[src/hdl/cdps_pkg.sv]
// ----------------------------------------------------------------------------
// cdps_pkg: shared definitions for the clock divider pair search
// Field widths, search limits, the controller-to-datapath command and
// status bundles, and the operand select of the shared divider.
// ----------------------------------------------------------------------------
package cdps_pkg;

    localparam int RATE_W = 27;
    localparam int BCK_W  = 6;
    localparam int MCK_W  = 8;
    localparam int MISS_W = 15;
    localparam int SEARCH_W = 14;
    localparam int PROD_W = 14;

    localparam int BASE_CLOCK_HZ_DEF = 80000000;
    localparam int MAX_BCK_DIV = 63;
    localparam int MAX_MCK_DIV = 255;
    localparam int MAX_RATIO   = MAX_MCK_DIV * MAX_BCK_DIV;
    localparam int START_MISS  = 32767;
    localparam int FIRST_BCK   = 2;

    // Operand set for the shared serial divider.
    typedef enum logic [1:0] {
        DIV_RATIO,
        DIV_TRIAL,
        DIV_ACH
    } div_sel_t;

    typedef struct packed {
        logic     load_rate;
        logic     set_zero;
        logic     div_start;
        div_sel_t div_sel;
        logic     latch_ratio;
        logic     set_low;
        logic     set_high;
        logic     init_search;
        logic     eval_trial;
        logic     next_d;
        logic     take_best;
        logic     make_prod;
        logic     set_err;
        logic     latch_ach;
        logic     load_out;
    } cmd_t;

    typedef struct packed {
        logic rate_zero;
        logic ratio_low;
        logic ratio_high;
        logic div_done;
        logic trial_exact;
        logic last_d;
        logic prod_zero;
        logic out_free;
    } status_t;

endpackage

[src/hdl/cdps_div.sv]
// ----------------------------------------------------------------------------
// cdps_div: restoring serial divider
// One quotient bit per cycle, MSB first. The number of steps is given at
// start, so a dividend that is left-aligned needs only as many steps as it
// has significant bits. done pulses for one cycle with the results valid.
// ----------------------------------------------------------------------------
module cdps_div #(
    parameter int DIV_W = 28,
    parameter int CNT_W = 5
) (
    input  logic             clk,
    input  logic             rst_n,
    input  logic             start,
    input  logic [DIV_W-1:0] dividend,
    input  logic [DIV_W-1:0] divisor,
    input  logic [CNT_W-1:0] steps,
    output logic             done,
    output logic [DIV_W-1:0] quotient,
    output logic [DIV_W-1:0] remainder
);

    logic             busy_reg, busy_next;
    logic             done_reg, done_next;
    logic [CNT_W-1:0] cnt_reg, cnt_next;
    logic [DIV_W-1:0] rem_reg, rem_next;
    logic [DIV_W-1:0] quo_reg, quo_next;
    logic [DIV_W-1:0] dsr_reg, dsr_next;
    logic [DIV_W:0]   shifted;
    logic [DIV_W:0]   diff;
    logic             fits;

    assign shifted = {rem_reg, quo_reg[DIV_W-1]};
    assign diff    = shifted - {1'b0, dsr_reg};
    assign fits    = shifted >= {1'b0, dsr_reg};

    always_comb
    begin
        busy_next = busy_reg;
        done_next = 1'b0;
        cnt_next  = cnt_reg;
        rem_next  = rem_reg;
        quo_next  = quo_reg;
        dsr_next  = dsr_reg;
        if (start)
        begin
            busy_next = 1'b1;
            cnt_next  = steps;
            rem_next  = '0;
            quo_next  = dividend;
            dsr_next  = divisor;
        end
        else if (busy_reg)
        begin
            rem_next = fits ? diff[DIV_W-1:0] : shifted[DIV_W-1:0];
            quo_next = {quo_reg[DIV_W-2:0], fits};
            cnt_next = cnt_reg - CNT_W'(1);
            if (cnt_reg == CNT_W'(1))
            begin
                busy_next = 1'b0;
                done_next = 1'b1;
            end
        end
    end

    always_ff @(posedge clk or negedge rst_n)
    begin
        if (!rst_n)
        begin
            busy_reg <= 1'b0;
            done_reg <= 1'b0;
            cnt_reg  <= '0;
        end
        else
        begin
            busy_reg <= busy_next;
            done_reg <= done_next;
            cnt_reg  <= cnt_next;
        end
    end

    always_ff @(posedge clk)
    begin
        rem_reg <= rem_next;
        quo_reg <= quo_next;
        dsr_reg <= dsr_next;
    end

    assign done      = done_reg;
    assign quotient  = quo_reg;
    assign remainder = rem_reg;

endmodule

[src/hdl/cdps_dp.sv]
// ----------------------------------------------------------------------------
// cdps_dp: datapath of the clock divider pair search
// Holds the rate, ratio, search state, chosen pair and the result register,
// and shares one serial divider among the ratio, the trials and the
// achieved rate.
// ----------------------------------------------------------------------------
module cdps_dp #(
    parameter int BASE_CLOCK_HZ = cdps_pkg::BASE_CLOCK_HZ_DEF
) (
    input  logic                          clk,
    input  logic                          rst_n,
    input  logic [cdps_pkg::RATE_W-1:0]   requested_rate,
    input  cdps_pkg::cmd_t                cmd,
    output cdps_pkg::status_t             status,
    input  logic                          res_ready,
    output logic                          res_valid,
    output logic [cdps_pkg::BCK_W-1:0]    bit_clock_divider,
    output logic [cdps_pkg::MCK_W-1:0]    master_clock_divider,
    output logic [cdps_pkg::RATE_W-1:0]   achieved_rate,
    output logic                          error_flag
);

    localparam int BASE_W = $clog2(BASE_CLOCK_HZ + 1);
    localparam int DIV_W  = (BASE_W > cdps_pkg::RATE_W) ? BASE_W : cdps_pkg::RATE_W;
    localparam int CNT_W  = $clog2(DIV_W + 1);
    localparam int PAD_W  = DIV_W - cdps_pkg::SEARCH_W;
    localparam logic [DIV_W-1:0] BASE_VAL = DIV_W'(BASE_CLOCK_HZ);

    localparam int BCK_W  = cdps_pkg::BCK_W;
    localparam int MCK_W  = cdps_pkg::MCK_W;
    localparam int RATE_W = cdps_pkg::RATE_W;
    localparam int MISS_W = cdps_pkg::MISS_W;
    localparam int PROD_W = cdps_pkg::PROD_W;

    logic [RATE_W-1:0] rate_reg;
    logic [DIV_W-1:0]  ratio_reg;
    logic [BCK_W-1:0]  d_reg;
    logic [MISS_W-1:0] best_miss_reg;
    logic [BCK_W-1:0]  best_d_reg;
    logic [MCK_W-1:0]  best_q_reg;
    logic [BCK_W-1:0]  bck_reg;
    logic [MCK_W-1:0]  mck_reg;
    logic [PROD_W-1:0] prod_reg;
    logic [RATE_W-1:0] ach_reg;
    logic              err_reg;

    logic [BCK_W-1:0]  res_bck_reg;
    logic [MCK_W-1:0]  res_mck_reg;
    logic [RATE_W-1:0] res_ach_reg;
    logic              res_err_reg;
    logic              res_valid_reg, res_valid_next;

    logic [DIV_W-1:0]  div_dividend;
    logic [DIV_W-1:0]  div_divisor;
    logic [CNT_W-1:0]  div_steps;
    logic              div_done;
    logic [DIV_W-1:0]  div_quo;
    logic [DIV_W-1:0]  div_rem;

    logic              q_ok;
    logic              trial_exact;
    logic              trial_better;

    always_comb
    begin
        case (cmd.div_sel)
            cdps_pkg::DIV_RATIO:
            begin
                div_dividend = BASE_VAL;
                div_divisor  = DIV_W'(rate_reg);
                div_steps    = CNT_W'(DIV_W);
            end
            cdps_pkg::DIV_TRIAL:
            begin
                // Ratio is below 2^SEARCH_W here, so left-align it and
                // run only SEARCH_W steps.
                div_dividend = {ratio_reg[cdps_pkg::SEARCH_W-1:0], {PAD_W{1'b0}}};
                div_divisor  = DIV_W'(d_reg);
                div_steps    = CNT_W'(cdps_pkg::SEARCH_W);
            end
            cdps_pkg::DIV_ACH:
            begin
                div_dividend = BASE_VAL;
                div_divisor  = DIV_W'(prod_reg);
                div_steps    = CNT_W'(DIV_W);
            end
            default:
            begin
                div_dividend = BASE_VAL;
                div_divisor  = DIV_W'(rate_reg);
                div_steps    = CNT_W'(DIV_W);
            end
        endcase
    end

    cdps_div #(
        .DIV_W (DIV_W),
        .CNT_W (CNT_W)
    ) u_div (
        .clk       (clk),
        .rst_n     (rst_n),
        .start     (cmd.div_start),
        .dividend  (div_dividend),
        .divisor   (div_divisor),
        .steps     (div_steps),
        .done      (div_done),
        .quotient  (div_quo),
        .remainder (div_rem)
    );

    // A quotient of one or above the master divider limit is skipped.
    assign q_ok = (div_quo <= DIV_W'(cdps_pkg::MAX_MCK_DIV)) && (div_quo != DIV_W'(1));
    assign trial_exact  = q_ok && (div_rem == '0);
    assign trial_better = q_ok && (div_rem < DIV_W'(best_miss_reg));

    always_ff @(posedge clk)
    begin
        if (cmd.load_rate)
        begin
            rate_reg <= requested_rate;
        end
        if (cmd.latch_ratio)
        begin
            ratio_reg <= div_quo;
        end
        if (cmd.init_search)
        begin
            d_reg         <= BCK_W'(cdps_pkg::FIRST_BCK);
            best_miss_reg <= MISS_W'(cdps_pkg::START_MISS);
            best_d_reg    <= '0;
            best_q_reg    <= '0;
        end
        else if (cmd.eval_trial)
        begin
            if (trial_exact)
            begin
                bck_reg <= d_reg;
                mck_reg <= div_quo[MCK_W-1:0];
            end
            else if (trial_better)
            begin
                best_miss_reg <= div_rem[MISS_W-1:0];
                best_d_reg    <= d_reg;
                best_q_reg    <= div_quo[MCK_W-1:0];
            end
        end
        if (cmd.next_d)
        begin
            d_reg <= d_reg + BCK_W'(1);
        end
        if (cmd.set_low)
        begin
            bck_reg <= BCK_W'(1);
            mck_reg <= MCK_W'(2);
        end
        if (cmd.set_high)
        begin
            bck_reg <= BCK_W'(cdps_pkg::MAX_BCK_DIV);
            mck_reg <= MCK_W'(cdps_pkg::MAX_MCK_DIV);
        end
        if (cmd.take_best)
        begin
            bck_reg <= best_d_reg;
            mck_reg <= best_q_reg;
        end
        if (cmd.set_zero)
        begin
            bck_reg <= '0;
            mck_reg <= '0;
            ach_reg <= '0;
            err_reg <= 1'b1;
        end
        if (cmd.make_prod)
        begin
            prod_reg <= PROD_W'(bck_reg) * PROD_W'(mck_reg);
        end
        if (cmd.set_err)
        begin
            ach_reg <= '0;
            err_reg <= 1'b1;
        end
        if (cmd.latch_ach)
        begin
            ach_reg <= div_quo[RATE_W-1:0];
            err_reg <= 1'b0;
        end
        if (cmd.load_out)
        begin
            res_bck_reg <= bck_reg;
            res_mck_reg <= mck_reg;
            res_ach_reg <= ach_reg;
            res_err_reg <= err_reg;
        end
    end

    always_comb
    begin
        res_valid_next = res_valid_reg;
        if (cmd.load_out)
        begin
            res_valid_next = 1'b1;
        end
        else if (res_ready)
        begin
            res_valid_next = 1'b0;
        end
    end

    always_ff @(posedge clk or negedge rst_n)
    begin
        if (!rst_n)
        begin
            res_valid_reg <= 1'b0;
        end
        else
        begin
            res_valid_reg <= res_valid_next;
        end
    end

    assign status.rate_zero   = (rate_reg == '0);
    assign status.ratio_low   = (ratio_reg <= DIV_W'(2));
    assign status.ratio_high  = (ratio_reg > DIV_W'(cdps_pkg::MAX_RATIO));
    assign status.div_done    = div_done;
    assign status.trial_exact = trial_exact;
    assign status.last_d      = (d_reg == BCK_W'(cdps_pkg::MAX_BCK_DIV));
    assign status.prod_zero   = (prod_reg == '0);
    assign status.out_free    = !res_valid_reg || res_ready;

    assign res_valid            = res_valid_reg;
    assign bit_clock_divider    = res_bck_reg;
    assign master_clock_divider = res_mck_reg;
    assign achieved_rate        = res_ach_reg;
    assign error_flag           = res_err_reg;

endmodule

[src/hdl/cdps_ctrl.sv]
// ----------------------------------------------------------------------------
// cdps_ctrl: sequencer of the clock divider pair search
// Steps one request through the ratio division, the divider trials, the
// product and the achieved-rate division, and hands the result over.
// ----------------------------------------------------------------------------
module cdps_ctrl (
    input  logic              clk,
    input  logic              rst_n,
    input  logic              req_valid,
    output logic              req_ready,
    input  cdps_pkg::status_t status,
    output cdps_pkg::cmd_t    cmd
);

    typedef enum logic [3:0] {
        S_IDLE,
        S_CHECK,
        S_RATIO_WAIT,
        S_CLASSIFY,
        S_TRIAL,
        S_TRIAL_WAIT,
        S_TAKE_BEST,
        S_PROD,
        S_PROD_CHECK,
        S_ACH_WAIT,
        S_DONE
    } state_t;

    state_t state_reg, state_next;

    always_comb
    begin
        state_next  = state_reg;
        cmd         = '0;
        cmd.div_sel = cdps_pkg::DIV_RATIO;
        req_ready   = 1'b0;
        case (state_reg)
            S_IDLE:
            begin
                req_ready = 1'b1;
                if (req_valid)
                begin
                    cmd.load_rate = 1'b1;
                    state_next    = S_CHECK;
                end
            end
            S_CHECK:
            begin
                if (status.rate_zero)
                begin
                    cmd.set_zero = 1'b1;
                    state_next   = S_DONE;
                end
                else
                begin
                    cmd.div_start = 1'b1;
                    cmd.div_sel   = cdps_pkg::DIV_RATIO;
                    state_next    = S_RATIO_WAIT;
                end
            end
            S_RATIO_WAIT:
            begin
                if (status.div_done)
                begin
                    cmd.latch_ratio = 1'b1;
                    state_next      = S_CLASSIFY;
                end
            end
            S_CLASSIFY:
            begin
                if (status.ratio_low)
                begin
                    cmd.set_low = 1'b1;
                    state_next  = S_PROD;
                end
                else if (status.ratio_high)
                begin
                    cmd.set_high = 1'b1;
                    state_next   = S_PROD;
                end
                else
                begin
                    cmd.init_search = 1'b1;
                    state_next      = S_TRIAL;
                end
            end
            S_TRIAL:
            begin
                cmd.div_start = 1'b1;
                cmd.div_sel   = cdps_pkg::DIV_TRIAL;
                state_next    = S_TRIAL_WAIT;
            end
            S_TRIAL_WAIT:
            begin
                cmd.div_sel = cdps_pkg::DIV_TRIAL;
                if (status.div_done)
                begin
                    cmd.eval_trial = 1'b1;
                    if (status.trial_exact)
                    begin
                        state_next = S_PROD;
                    end
                    else if (status.last_d)
                    begin
                        state_next = S_TAKE_BEST;
                    end
                    else
                    begin
                        cmd.next_d = 1'b1;
                        state_next = S_TRIAL;
                    end
                end
            end
            S_TAKE_BEST:
            begin
                cmd.take_best = 1'b1;
                state_next    = S_PROD;
            end
            S_PROD:
            begin
                cmd.make_prod = 1'b1;
                state_next    = S_PROD_CHECK;
            end
            S_PROD_CHECK:
            begin
                if (status.prod_zero)
                begin
                    cmd.set_err = 1'b1;
                    state_next  = S_DONE;
                end
                else
                begin
                    cmd.div_start = 1'b1;
                    cmd.div_sel   = cdps_pkg::DIV_ACH;
                    state_next    = S_ACH_WAIT;
                end
            end
            S_ACH_WAIT:
            begin
                cmd.div_sel = cdps_pkg::DIV_ACH;
                if (status.div_done)
                begin
                    cmd.latch_ach = 1'b1;
                    state_next    = S_DONE;
                end
            end
            S_DONE:
            begin
                if (status.out_free)
                begin
                    cmd.load_out = 1'b1;
                    state_next   = S_IDLE;
                end
            end
            default:
            begin
                state_next = S_IDLE;
            end
        endcase
    end

    always_ff @(posedge clk or negedge rst_n)
    begin
        if (!rst_n)
        begin
            state_reg <= S_IDLE;
        end
        else
        begin
            state_reg <= state_next;
        end
    end

endmodule

[src/hdl/clock_divider_pair_search.sv]
// ----------------------------------------------------------------------------
// clock_divider_pair_search: sample-clock divider pair search
// Turns a requested sample rate into a bit-clock divider and a master-clock
// divider whose product best matches base clock / rate, and reports the
// rate that the chosen pair achieves.
// ----------------------------------------------------------------------------
//
//   Channel  | Handshake             | Beat contents
//   ---------+-----------------------+------------------------------------------
//   request  | req_valid / req_ready | requested_rate
//   result   | res_valid / res_ready | bit_clock_divider, master_clock_divider,
//            |                       | achieved_rate, error_flag
//
// One request is worked on at a time. A zero rate gives the quickest beat, and
// a beat takes longest when all 62 trial divisors are tried. The time is set
// by a single shared restoring divider that retires one quotient bit per
// cycle: two full divisions of DIV_W steps (DIV_W is the larger of 27 and
// the width of BASE_CLOCK_HZ) and up to 62 trial divisions of 14 steps.
// Reset clears the sequencer and the result valid flag; no clearing pass is
// needed. A finished result sits in an output register, so a new request
// beat is taken while the previous result beat still waits for res_ready;
// the sequencer only stalls at the end of a request if that register is
// still full.
//
module clock_divider_pair_search #(
    parameter int BASE_CLOCK_HZ = cdps_pkg::BASE_CLOCK_HZ_DEF
) (
    input  logic                          clk,
    input  logic                          rst_n,
    input  logic                          req_valid,
    output logic                          req_ready,
    input  logic [cdps_pkg::RATE_W-1:0]   requested_rate,
    output logic                          res_valid,
    input  logic                          res_ready,
    output logic [cdps_pkg::BCK_W-1:0]    bit_clock_divider,
    output logic [cdps_pkg::MCK_W-1:0]    master_clock_divider,
    output logic [cdps_pkg::RATE_W-1:0]   achieved_rate,
    output logic                          error_flag
);

    // Commands from the sequencer and status back from the datapath are
    // the only connections between the two halves.
    cdps_pkg::cmd_t    cmd;
    cdps_pkg::status_t status;

    // The sequencer walks the special cases first: a zero rate ends at once
    // with the error flag, a ratio of at most two or above the divider limit
    // picks a fixed pair, and everything else runs the trial search.
    cdps_ctrl u_ctrl (
        .clk       (clk),
        .rst_n     (rst_n),
        .req_valid (req_valid),
        .req_ready (req_ready),
        .status    (status),
        .cmd       (cmd)
    );

    // The datapath keeps the first exact fit, or else the divider with the
    // smallest remainder (the earliest one on ties). A zero master divider,
    // which only arises for a ratio of three, raises the error flag.
    cdps_dp #(
        .BASE_CLOCK_HZ (BASE_CLOCK_HZ)
    ) u_dp (
        .clk                  (clk),
        .rst_n                (rst_n),
        .requested_rate       (requested_rate),
        .cmd                  (cmd),
        .status               (status),
        .res_ready            (res_ready),
        .res_valid            (res_valid),
        .bit_clock_divider    (bit_clock_divider),
        .master_clock_divider (master_clock_divider),
        .achieved_rate        (achieved_rate),
        .error_flag           (error_flag)
    );

endmodule

[config.mk]
export PLATFORM = sky130hd
export DESIGN_NAME = clock_divider_pair_search
export DESIGN_NICKNAME = d
export VERILOG_FILES = /design/src/hdl/cdps_pkg.sv /design/src/hdl/cdps_div.sv /design/src/hdl/cdps_dp.sv /design/src/hdl/cdps_ctrl.sv /design/src/hdl/clock_divider_pair_search.sv
export SDC_FILE = /design/constraint.sdc
export NUM_CORES = 1
export LEC_CHECK = 0
export ABC_AREA = 1
export BUFFER_PORTS_ARGS = -buffer_cell sky130_fd_sc_hd__buf_2
export CORE_MARGIN = 3
export CORE_UTILIZATION = 50
export CTS_BUF_LIST = sky130_fd_sc_hd__clkbuf_8
export DETAILED_ROUTE_END_ITERATION = 6
export HOLD_SLACK_MARGIN = 0.02
export PLACE_DENSITY = 0.7
export RECOVER_POWER = 25
export SYNTH_ARGS = -nofsm -noshare
export SYNTH_HDL_FRONTEND = slang
export SYNTH_SLANG_ARGS = --single-unit
[constraint.sdc]
create_clock -name clk -period 3.7 [get_ports clk]
set_input_delay 0.37 -clock clk [delete_from_list [all_inputs] [get_ports clk]]
set_output_delay 0.37 -clock clk [all_outputs]
set_load 0.01 [all_outputs]
==> results.sh <==
export IMPL_outcome="finished, final reports clean"
export IMPL_clk_latency_ps=580
export IMPL_ios=75
export IMPL_die_h_um=182
export IMPL_drt_pass1_iterations=6
export IMPL_routedWlPerCell_um=15.0
export IMPL_grt_util_met3_pct=3.65
export IMPL_reg2reg_from="u_dp.bck_reg[2]$_SDFFE_PP0P_"
export IMPL_worstPathArrival_ps=3920
export IMPL_h_tree_depth=2
export IMPL_nNetsFinal=2121
export IMPL_use_met1_pct=31.9
export IMPL_start_util_pct=51.3
export IMPL_synth_area_leaders="edfxtp_1 38%, nand2_1 12%, dfxtp_1 9.2%"
export IMPL_worst_ep_required_time_ps=4020
export IMPL_slew_headroom_pct=20.9
export IMPL_hp_start="res_ready"
export IMPL_ys_ff_latch=280
export IMPL_hold_path_end="u_dp.res_valid$_DFFE_PN0P_"
export IMPL_yosys_area_top_type="edfxtp_1"
export IMPL_drt_iter0_drc=1049
export IMPL_syn_nets=1988
export IMPL_synth_main_ff_cell="edfxtp_1"
export IMPL_routed_wl_um=36400
export IMPL_min_period_ps=3600
export IMPL_antenna_cells=0
export IMPL_crit_fanout=7
export IMPL_endpoint_kind="register"
export IMPL_drc_errors=0
export IMPL_synth_cells=1863
export IMPL_yosysSeqAreaShare_pct=49.6
export IMPL_ff2ff_path_depth=14
export IMPL_timing_rr_end="u_dp.prod_reg[10]$_DFFE_PP_"
export IMPL_syn_to_final_growth_pct=13.8
export IMPL_clock_path_buffers=3
export IMPL_drive_gt1_share_pct=8.90
export IMPL_finalSetupViolCount=0
export IMPL_grt_pass1_vias=11987
export IMPL_synth_top_area_share_pct=38.4
export IMPL_rows=63
export IMPL_numCtsBuffers=47
export IMPL_grt_max_degree=44
export IMPL_syn_avg_cell_area_um2=8.27
export IMPL_synth_cell_types=45
export IMPL_crit_path_max_incr_delay_ps=560
export IMPL_hold_viol=0
export IMPL_report_final_slew_viol_count=0
export IMPL_clk_pin_slew_ps=60
export IMPL_place_detailed_hpwl_um=26400
export IMPL_track_usage_pct=22.2
export IMPL_syn_area_um2=15400
export IMPL_cap_viol_max_count=0
export IMPL_fin_crit_sh_pct=97.3
export IMPL_clock_skew_ps=30.5
export IMPL_core_area_um2=30000
export IMPL_top_usage_layer="met2"
export IMPL_hold_path_depth=4
export IMPL_crit_path_start_kind="register"
export IMPL_gp_congestion=0.953
export IMPL_tightest_slew_ps=1180
export IMPL_design_die_area_um2=33000
export IMPL_synth_edf_count=197
export IMPL_synthArstFlopShare_pct=4.29
export IMPL_dp_slack_ps=-43.0
export IMPL_grt_overflow=0
export IMPL_yosys_warnings=0
export IMPL_die_x_um=182
export IMPL_io_buffers=74
export IMPL_slowest_stage="fa_1"
export IMPL_layout_setup_ws_ps=101
export IMPL_grt_pass1_wl_um=60000
export IMPL_grt_antenna_before_repair=0
export IMPL_vias_per_cell=5.14
export IMPL_post_cts_buffers=0
export IMPL_path_cells="nand2_1 -> inv_1 -> fa_1 -> inv_1 -> fa_1 -> fa_1 -> inv_1 -> ha_1 -> a21oi_2 -> o21ai_1 -> a21oi_1 -> nor2_1 -> nor2_1 -> xor2_1"
export IMPL_cts_tree="built"
export IMPL_via_count=12456
export IMPL_clkSinkCount=280
export IMPL_grt_use_met2_pct=35.2
export IMPL_hold_path_class="in -> reg"
export IMPL_fmax_ghz=0.278
export IMPL_postRouteAntennaNets=0
export IMPL_rrSetupSlack_ps=100
export IMPL_crit_type="reg -> reg"
export IMPL_root_buffer="clkbuf_8"
## worst max-delay path by stage
stage                                             from                          end  slack, ps  cells after the start
after floorplan           u_dp.bck_reg[4]$_SDFFE_PP0P_  u_dp.prod_reg[11]$_DFFE_PP_         30                     15
after CTS                 u_dp.bck_reg[3]$_SDFFE_PP0P_  u_dp.prod_reg[10]$_DFFE_PP_          4                     13
after global placement    u_dp.mck_reg[5]$_SDFFE_PP0P_  u_dp.prod_reg[11]$_DFFE_PP_         50                     14
after global routing      u_dp.bck_reg[3]$_SDFFE_PP0P_  u_dp.prod_reg[10]$_DFFE_PP_        -40                     13
after detailed placement  u_dp.mck_reg[3]$_SDFFE_PP0P_  u_dp.prod_reg[11]$_DFFE_PP_        -40                     14
final                     u_dp.bck_reg[2]$_SDFFE_PP0P_  u_dp.prod_reg[10]$_DFFE_PP_        100                     14
## final cells by class
| cell class | count | area, um^2 |
|---|---|---|
| multi-input cells | 1172 | 6250 |
| clock buffers | 50 | 688 |
| fillers | 2651 | 12500 |
| flip-flops and latches | 280 | 7660 |
| inverters | 363 | 1360 |
| well taps | 390 | 488 |
| clock inverters | 37 | 256 |
| repair buffers | 132 | 835 |
## placed cells by master (no fill, tap or decap), drive strengths merged, types with 13 or more instances in the layout
master / synthesis / layout
dfxtp: 71 / 71
a21oi: 46 / 46
edfxtp: 197 / 197
clkbuf: 24 / 77
nor3: 15 / 15
o21ai: 41 / 41
dlygate4sd3: 0 / 28
clkinv: 2 / 13
buf: 24 / 77
nand2: 499 / 499
xor2: 16 / 16
ha: 68 / 68
nor2: 236 / 236
nand3: 135 / 135
fa: 26 / 26
nand4: 50 / 50
inv: 361 / 384
## synth_stat cells, drive strengths merged, types with 3 or more instances
cell / instances
fa: 26
clkbuf: 24
nand3: 135
ha: 68
nand3b: 4
nor2: 236
nor3: 15
a22oi: 4
dfrtp: 12
edfxtp: 197
dfxtp: 71
xnor2: 12
inv: 361
and2: 5
nand2: 499
nand4: 50
a21oi: 46
or2: 3
o22ai: 4
o21ai: 41
buf: 24
xor2: 16
## logic make-up after synthesis
group                      count (synthesis)  share of synthesized area, %
and+or+nand+nor                          949                          26.1
DFF                                      280                          49.6
adders and majority gates                 94                          8.90
AOI/OAI and AO/OA                        101                          3.52
xor gates and xnor gates                  28                          1.59
buffers and inverters                    411                          10.3
## per-layer routing
metal	vias to the layer above	wire, um	share of wire [%]
met3	62	2480	6.8
met5	-	0	0
met1	5838	16800	46
met2	409	16300	45
li1	6147	-	-
met4	0	713	2.0
## what timing repair did
item | in CTS | in global routing
resized for setup | 2 | 19
pin swaps | 0 | 4
hold buffers | 28 | 0
hold endpoints to repair | 39 | 0
setup endpoints to repair | 2 | 6
## stage by stage
stage          hold slack [ps]  util [%]  instances  instance area, um^2  setup TNS (ps)
6_report                   101      58.4       2424                17500               0
5_1_grt                    125      58.4       2424                17500           -38.7
4_1_cts                   83.4      58.3       2424                17500               0
3_5_place_dp               271      54.2       2309                16300           -86.9
3_3_place_gp               265      54.2       2309                16300               0
2_1_floorplan             74.4         -       1863                15400               0
## worst max-delay path: cells and delay by family (launching register included)
family | cells | cell delay, ps
adder cells (fa/ha/maj) | 4 | 1940
buffers and inverters | 3 | 150
AND/OR/NAND/NOR | 3 | 290
AO/OA/AOI/OAI | 3 | 480
flip-flops | 1 | 380
XOR/XNOR | 1 | 90
Power is not shown: default switching activity piles up to over one toggle a cycle in this logic, so the estimate is an artifact.
